===== config.mk =====
export PLATFORM = sky130hd
export DESIGN_NAME = drive_velocity_profile_flat
export DESIGN_NICKNAME = d
export VERILOG_FILES = /design/src/design/dvp_pkg.sv /design/src/design/dvp_if.sv /design/src/design/dvp_profile_eval.sv /design/src/design/drive_velocity_profile.sv /design/src/flat_wrapper.sv
export SDC_FILE = /design/constraint.sdc
export NUM_CORES = 1
export LEC_CHECK = 0
export ABC_AREA = 1
export BUFFER_PORTS_ARGS = -buffer_cell sky130_fd_sc_hd__buf_2
export CAP_MARGIN = 10
export CORE_ASPECT_RATIO = 0.5
export CORE_MARGIN = 5
export CORE_UTILIZATION = 65
export DETAILED_ROUTE_END_ITERATION = 16
export PLACE_DENSITY_LB_ADDON = 0.12
export SYNTH_ARGS = -nofsm -noshare
export SYNTH_HDL_FRONTEND = slang
export SYNTH_SLANG_ARGS = --single-unit

===== constraint.sdc =====
create_clock -name clk -period 20.9 [get_ports clk]
set_clock_uncertainty 0.05 [all_clocks]
set_input_delay 0 -clock clk [delete_from_list [all_inputs] [get_ports clk]]
set_output_delay 0 -clock clk [all_outputs]
set_load 0.05 [all_outputs]

===== src/design/dvp_pkg.sv =====
// Shared types and constants for the drive velocity profile block.
package dvp_pkg;

	typedef enum logic [1:0] {
		PH_IDLE   = 2'd0,
		PH_ACCEL  = 2'd1,
		PH_CRUISE = 2'd2,
		PH_DECEL  = 2'd3
	} phase_t;

	localparam logic CMD_START  = 1'b0;
	localparam logic CMD_SAMPLE = 1'b1;

	localparam int unsigned POS_W   = 32;
	localparam int unsigned LEN_W   = 16;
	localparam int unsigned RAMP_W  = 9;
	localparam int unsigned SPEED_W = 8;

	localparam logic [LEN_W-1:0]   SHORT_MOVE = 16'd500;
	localparam logic [RAMP_W-1:0]  RAMP_MAX   = 9'd250;
	localparam logic [SPEED_W-1:0] FULL_SPEED = 8'd200;
	localparam logic [SPEED_W-1:0] BASE_SPEED = 8'd50;

	// 3/1250 as a reciprocal scaled by 2^28; exact for every square below 2^16.
	localparam int unsigned   ACC_SHIFT = 28;
	localparam logic [19:0]   ACC_RECIP = 20'd644247;
	// 1/5 scaled by 2^10; exact for operands up to 1023.
	localparam int unsigned   DIV5_SHIFT = 10;
	localparam logic [7:0]    DIV5_RECIP = 8'd205;

	typedef struct packed {
		logic [POS_W-1:0]  start_position;
		logic [LEN_W-1:0]  move_length;
		logic [RAMP_W-1:0] ramp_length;
		phase_t            motion_phase;
	} dvp_state_t;

	typedef struct packed {
		logic [SPEED_W-1:0] speed;
		phase_t             phase;
		logic               done_res;
	} dvp_result_t;

endpackage


===== src/design/dvp_if.sv =====
// Valid/ready channel interfaces for profile inputs and speed results.
interface dvp_in_if;
	logic               valid;
	logic               ready;
	logic               cmd;
	logic signed [31:0] position;
	logic [15:0]        distance;

	modport source (output valid, output cmd, output position, output distance, input ready);
	modport sink (input valid, input cmd, input position, input distance, output ready);
endinterface

interface dvp_out_if;
	logic       valid;
	logic       ready;
	logic [7:0] speed;
	logic [1:0] phase;
	logic       done_res;

	modport source (output valid, output speed, output phase, output done_res, input ready);
	modport sink (input valid, input speed, input phase, input done_res, output ready);
endinterface


===== src/design/dvp_profile_eval.sv =====
// Combinational evaluation of one profile transaction against the current motion state.
module dvp_profile_eval (
	input  logic                     cmd,
	input  logic [31:0]              position,
	input  logic [15:0]              distance,
	input  dvp_pkg::dvp_state_t      cur,
	output dvp_pkg::dvp_state_t      nxt,
	output dvp_pkg::dvp_result_t     res
);
	import dvp_pkg::*;

	logic signed [32:0] delta;
	logic [31:0]        dist_done;
	logic signed [33:0] remain;
	logic signed [33:0] ramp_ext;
	logic signed [33:0] diff;
	logic [15:0]        square;
	logic [35:0]        acc_prod;
	logic [7:0]         acc_speed;
	logic [9:0]         dec_num;
	logic [17:0]        dec_prod;
	logic [7:0]         dec_speed;
	phase_t             ph;

	assign delta     = $signed({position[31], position}) -
		$signed({cur.start_position[31], cur.start_position});
	assign dist_done = delta[32] ? 32'(-delta) : delta[31:0];
	assign remain    = $signed({18'd0, cur.move_length}) - $signed({2'd0, dist_done});
	assign ramp_ext  = $signed({25'd0, cur.ramp_length});
	assign diff      = ramp_ext - remain;

	assign square    = dist_done[7:0] * dist_done[7:0];
	assign acc_prod  = 36'(square) * 36'(ACC_RECIP);
	assign acc_speed = acc_prod[ACC_SHIFT +: 8] + BASE_SPEED;

	// Ramp-down speed is 200 - ceil(4*diff/5), with diff below 250 whenever it is used.
	assign dec_num   = {diff[7:0], 2'b00} + 10'd4;
	assign dec_prod  = 18'(dec_num) * 18'(DIV5_RECIP);
	assign dec_speed = (diff <= 0) ? FULL_SPEED : FULL_SPEED - dec_prod[DIV5_SHIFT +: 8];

	always_comb begin
		nxt = cur;
		res = '{speed: '0, phase: PH_IDLE, done_res: 1'b0};
		ph  = cur.motion_phase;
		if (cmd == CMD_START) begin
			nxt.start_position = position;
			nxt.move_length    = distance;
			nxt.ramp_length    = (distance < SHORT_MOVE) ? {1'b0, distance[8:1]} : RAMP_MAX;
			nxt.motion_phase   = PH_ACCEL;
			res.phase          = PH_ACCEL;
		end else if (cur.motion_phase != PH_IDLE) begin
			if (ph == PH_ACCEL) begin
				if (dist_done < {23'd0, cur.ramp_length}) begin
					res.speed = acc_speed;
				end else begin
					ph = PH_CRUISE;
				end
			end
			if (ph == PH_CRUISE) begin
				if (remain > ramp_ext) begin
					res.speed = FULL_SPEED;
				end else begin
					ph = PH_DECEL;
				end
			end
			if (ph == PH_DECEL) begin
				if (remain > 0) begin
					res.speed = dec_speed;
				end else begin
					res.speed    = '0;
					res.done_res = 1'b1;
					ph           = PH_IDLE;
				end
			end
			nxt.motion_phase = ph;
			res.phase        = ph;
		end
	end

endmodule


===== src/design/drive_velocity_profile.sv =====
// Drive velocity profile: an accepted transaction passes through the input register, then the
// profile evaluation, then the result register. Throughput is one transaction per cycle while
// results are taken without back-pressure, and the motion state updates in step with the result register.
// The input register lets a new transaction in while a result waits to be taken.
// Reset clears the motion state to idle with zero start position, length and ramp.
module drive_velocity_profile (
	input logic       clk,
	input logic       arst_n,
	dvp_in_if.sink    item,
	dvp_out_if.source result
);
	import dvp_pkg::*;

	logic        valid_s1;
	logic        cmd_s1;
	logic [31:0] position_s1;
	logic [15:0] distance_s1;
	logic        valid_q;
	dvp_result_t result_q;
	dvp_state_t  state_q;
	dvp_state_t  state_nxt;
	dvp_result_t result_nxt;
	logic        advance;

	assign advance    = valid_s1 && (!valid_q || result.ready);
	assign item.ready = !valid_s1 || advance;

	always_ff @(posedge clk or negedge arst_n) begin
		if (!arst_n) begin
			valid_s1 <= 1'b0;
		end else if (item.ready) begin
			valid_s1 <= item.valid;
		end
	end

	always_ff @(posedge clk) begin
		if (item.ready && item.valid) begin
			cmd_s1      <= item.cmd;
			position_s1 <= item.position;
			distance_s1 <= item.distance;
		end
	end

	dvp_profile_eval u_eval (
		.cmd      (cmd_s1),
		.position (position_s1),
		.distance (distance_s1),
		.cur      (state_q),
		.nxt      (state_nxt),
		.res      (result_nxt)
	);

	always_ff @(posedge clk or negedge arst_n) begin
		if (!arst_n) begin
			valid_q <= 1'b0;
			state_q <= '{start_position: '0, move_length: '0, ramp_length: '0,
				motion_phase: PH_IDLE};
		end else if (advance) begin
			valid_q <= 1'b1;
			state_q <= state_nxt;
		end else if (result.ready) begin
			valid_q <= 1'b0;
		end
	end

	always_ff @(posedge clk) begin
		if (advance) begin
			result_q <= result_nxt;
		end
	end

	assign result.valid    = valid_q;
	assign result.speed    = result_q.speed;
	assign result.phase    = result_q.phase;
	assign result.done_res = result_q.done_res;

endmodule


===== src/flat_wrapper.sv =====
// flat-port wrapper written by rule: the top's interface ports become plain ports
module drive_velocity_profile_flat import dvp_pkg::*;
  (clk, arst_n, item_valid, item_cmd, item_position, item_distance, item_ready, result_valid, result_speed, result_phase, result_done_res, result_ready);
  dvp_in_if item_i ();
  dvp_out_if result_i ();
  input logic clk;
  input logic arst_n;
  input wire logic [$bits(item_i.valid)-1:0] item_valid;
  input wire logic [$bits(item_i.cmd)-1:0] item_cmd;
  input wire logic [$bits(item_i.position)-1:0] item_position;
  input wire logic [$bits(item_i.distance)-1:0] item_distance;
  output wire logic [$bits(item_i.ready)-1:0] item_ready;
  output wire logic [$bits(result_i.valid)-1:0] result_valid;
  output wire logic [$bits(result_i.speed)-1:0] result_speed;
  output wire logic [$bits(result_i.phase)-1:0] result_phase;
  output wire logic [$bits(result_i.done_res)-1:0] result_done_res;
  input wire logic [$bits(result_i.ready)-1:0] result_ready;
  assign item_i.valid = item_valid;
  assign item_i.cmd = item_cmd;
  assign item_i.position = item_position;
  assign item_i.distance = item_distance;
  assign item_ready = item_i.ready;
  assign result_valid = result_i.valid;
  assign result_speed = result_i.speed;
  assign result_phase = result_i.phase;
  assign result_done_res = result_i.done_res;
  assign result_i.ready = result_ready;
  drive_velocity_profile u_core (.clk(clk), .arst_n(arst_n), .item(item_i), .result(result_i));
endmodule

==> results.ini <==
[detailed_routing]
num_vias=15900
ant_nets=0
wl_um=42400
drt_pass1_iterations=5
route.detailed.drc=0
wl_per_cell_um=13.9
routed_via_density=5.23
drt-initial-drc-count=922

[logic_synthesis]
ys_types=57
syn_avg_cell_area_sq_um=7.49
synth-warning-count=0
synth.cell_area_sq_mm=0.0188
synth-edff-count=60
syn-instance-count=2514
synth_area_leaders=ha_1 (19%), fa_1 (14%), nand2_1 (12%), inv_1 (10%), edfxtp_1 (9.6%)
ys.flop_type=edfxtp_1
yosysTopAreaCellShare=0.189
synthArstFlopShare=0.500
yosysSeqAreaShare=0.175
synth_nets=2984
synth_seq_cells=120
yosysTopAreaCell=ha_1

[placed_design]
hpwl_um=34800
gp_congestion=0.944
numPortBuffers=65

[timing]
setup_viol=0
rsz0062_at_grt=false
hold_viol=0
finalCritPeriodShare=0.659
drv_slew=0
period_needed_ns=13.78
clock.fmax_mhz=72.6
setup-tns-final_ns=0
tightest_slew_ns=1.18
relSlewSlack=0.214

[critical_path]
reg2reg_depth=65
critPathMaxStageDelay_ns=0.68
crit_type=reg2reg
rr_startpoint=u_core.state_q[27]
critPathLaunchType=flop
cp_slowest_cell=xor2_1
path_delay_family=adder cells
cp.arrival_ns=13.90
regToRegSetupSlack_ns=7.12
worstSetupStartpoint=u_core.state_q[27]
critical_path_buf_inv_count=11
required_ns=21.02
crit_path_end_kind=flop
r2r-end=u_core.result.speed[6]
crit_fanout=37

[global_routing]
antenna_found_initial=0
grt_use_met3=0.0275
grt_pass1_wl_um=73400
grt_use_met1=0.335
grtUsageTotal=0.270
grt_start_max_net_pins=84
gr-total-overflow=0
use_met2=0.503
top_usage_layer=met2
grt_pass1_vias=16100

[layout]
antenna_cells=0
nets=3108
ff_latch_area_sq_mm=0.00330
drive_above_1_share=0.101
nFillCells=2345
multi_input_area_sq_mm=0.0134
area_growth_pct=9.83

[flow_run]
drv_cap=0

[cts]
clock-sinks=120
cts_tree=yes
clkLatencyLatePin_ns=0.43
clockBufferDepth=2
cts-root-buf=clkbuf_16
cts-resized-gates=0
path_clk_slew_ns=0.07
cts_htree_levels=4
cts_buffers=17

[floorplanning]
dieArea_sq_mm=0.0327
start_util=0.654
dieWidth_um=251
rows=44
core_area_sq_mm=0.0288
ios=66
dieHeight_um=130

[min_path]
whs_path_depth=2
worstHoldStart=item_position[19]
whs_endpoint=u_core.position_s1[19]
min_path_type=in2reg

[outcome]
status=finished clean

## sequential cells by signal (all words and copies together), names as in the netlist
register / cells
u_core.cmd_s1: 1
u_core.distance_s1: 16
u_core.position_s1: 32
u_core.result.done_res: 1
u_core.result.phase: 2
u_core.result.speed: 8
u_core.result.valid: 1
u_core.state_q: 58
u_core.valid_s1: 1
## final cells by class
type,instances,area share
multi-input cells,1825,0.646
flip-flops and latches,120,0.160
inverters,553,0.101
repair buffers,121,0.0426
well taps,391,0.0236
clock buffers,18,0.0212
clock inverters,14,0.00605
## worst reg2reg max path: cells and delay by family, from the launching register on
family | cells | cell delay (ns)
buffers and inverters | 11 | 1.10
and+or+nand+nor | 23 | 2.20
xor gates and xnor gates | 4 | 1.57
DFF | 1 | 0.38
AOI/OAI and AO/OA | 12 | 2.05
adders and majority gates | 15 | 6.20
## how the worst max path moves through the flow
| stage | cells past startpoint | slack (ns) | end |
|---|---|---|---|
| final | 65 | 7.12 | u_core.result.speed[6] |
| after floorplan | 68 | 8.22 | u_core.result.speed[6] |
| after global placement | 66 | 7.49 | u_core.result.speed[6] |
| after detailed placement | 66 | 7.18 | u_core.result.speed[6] |
| after global routing | 66 | 5.91 | u_core.result.speed[6] |
| after CTS | 66 | 7.17 | u_core.result.speed[6] |
## cells in the final DEF (no fill, tap or decap), types with 5 or more instances in the layout
cell,Yosys,final
clkbuf_16,0,17
nand2_2,48,48
a21oi_1,98,98
nor3_1,15,15
nand2_1,580,580
nand3b_1,18,18
fa_1,132,132
nand2_4,13,13
a31oi_1,5,5
a21o_1,6,6
o21bai_1,9,9
a21boi_0,5,5
nor2_1,160,159
inv_2,24,25
inv_1,519,518
nor2_4,15,16
nand3_1,119,119
clkinv_1,7,7
ha_1,285,285
or2_2,10,10
nor2_2,22,22
dfrtp_1,60,60
o21ai_1,6,6
inv_6,0,7
dlygate4sd3_1,0,54
edfxtp_1,60,60
o21ai_0,83,83
nand3_2,18,18
buf_2,0,65
nand4_1,47,47
xnor2_1,19,19
xor2_1,66,66
## stage by stage
step                      cell area [sq um]  utilization  instances  hold WS (ns)  worst slack [ns]
after floorplan                       18800            -       2514        -0.346              8.22
after global placement                19600        0.680       2956         0.126              7.49
after detailed placement              19600        0.680       2956         0.128              7.18
after CTS                             20700        0.719       3042         0.212              7.17
after global routing                  20700        0.719       3042         0.222              5.91
final                                 20700        0.719       3042         0.219              7.12
## synth_stat cells (22+ instances only)
library cell	instances
a21oi_1	98
nand4_1	47
nor2_2	22
edfxtp_1	60
inv_2	24
inv_1	519
fa_1	132
ha_1	285
nand2_1	580
nand2_2	48
dfrtp_1	60
nand3_1	119
o21ai_0	83
xor2_1	66
nor2_1	160
## cell families after synthesis
kind of cell    share of synthesized area
compound gates                     0.0693
xor+xnor                           0.0421
fa+ha+maj                           0.330
buf+inv                             0.115
flops                               0.175
simple gates                        0.268
## routing by layer
layer  share of wire  vias to the layer above
li1                -                     8177
met1            0.45                     7386
met2            0.49                      289
met3           0.035                       71
met4           0.027                        0
met5               0                        -
## timing repair
| item | CTS | global route |
|---|---|---|
| hold buffers | 54 | 0 |
| hold endpoints to repair | 111 | 0 |
| setup buffers | 0 | 0 |
Power is left out: the tool's default activity adds up to more than one toggle a clock period on the data nets, which glitch-free logic cannot reach.
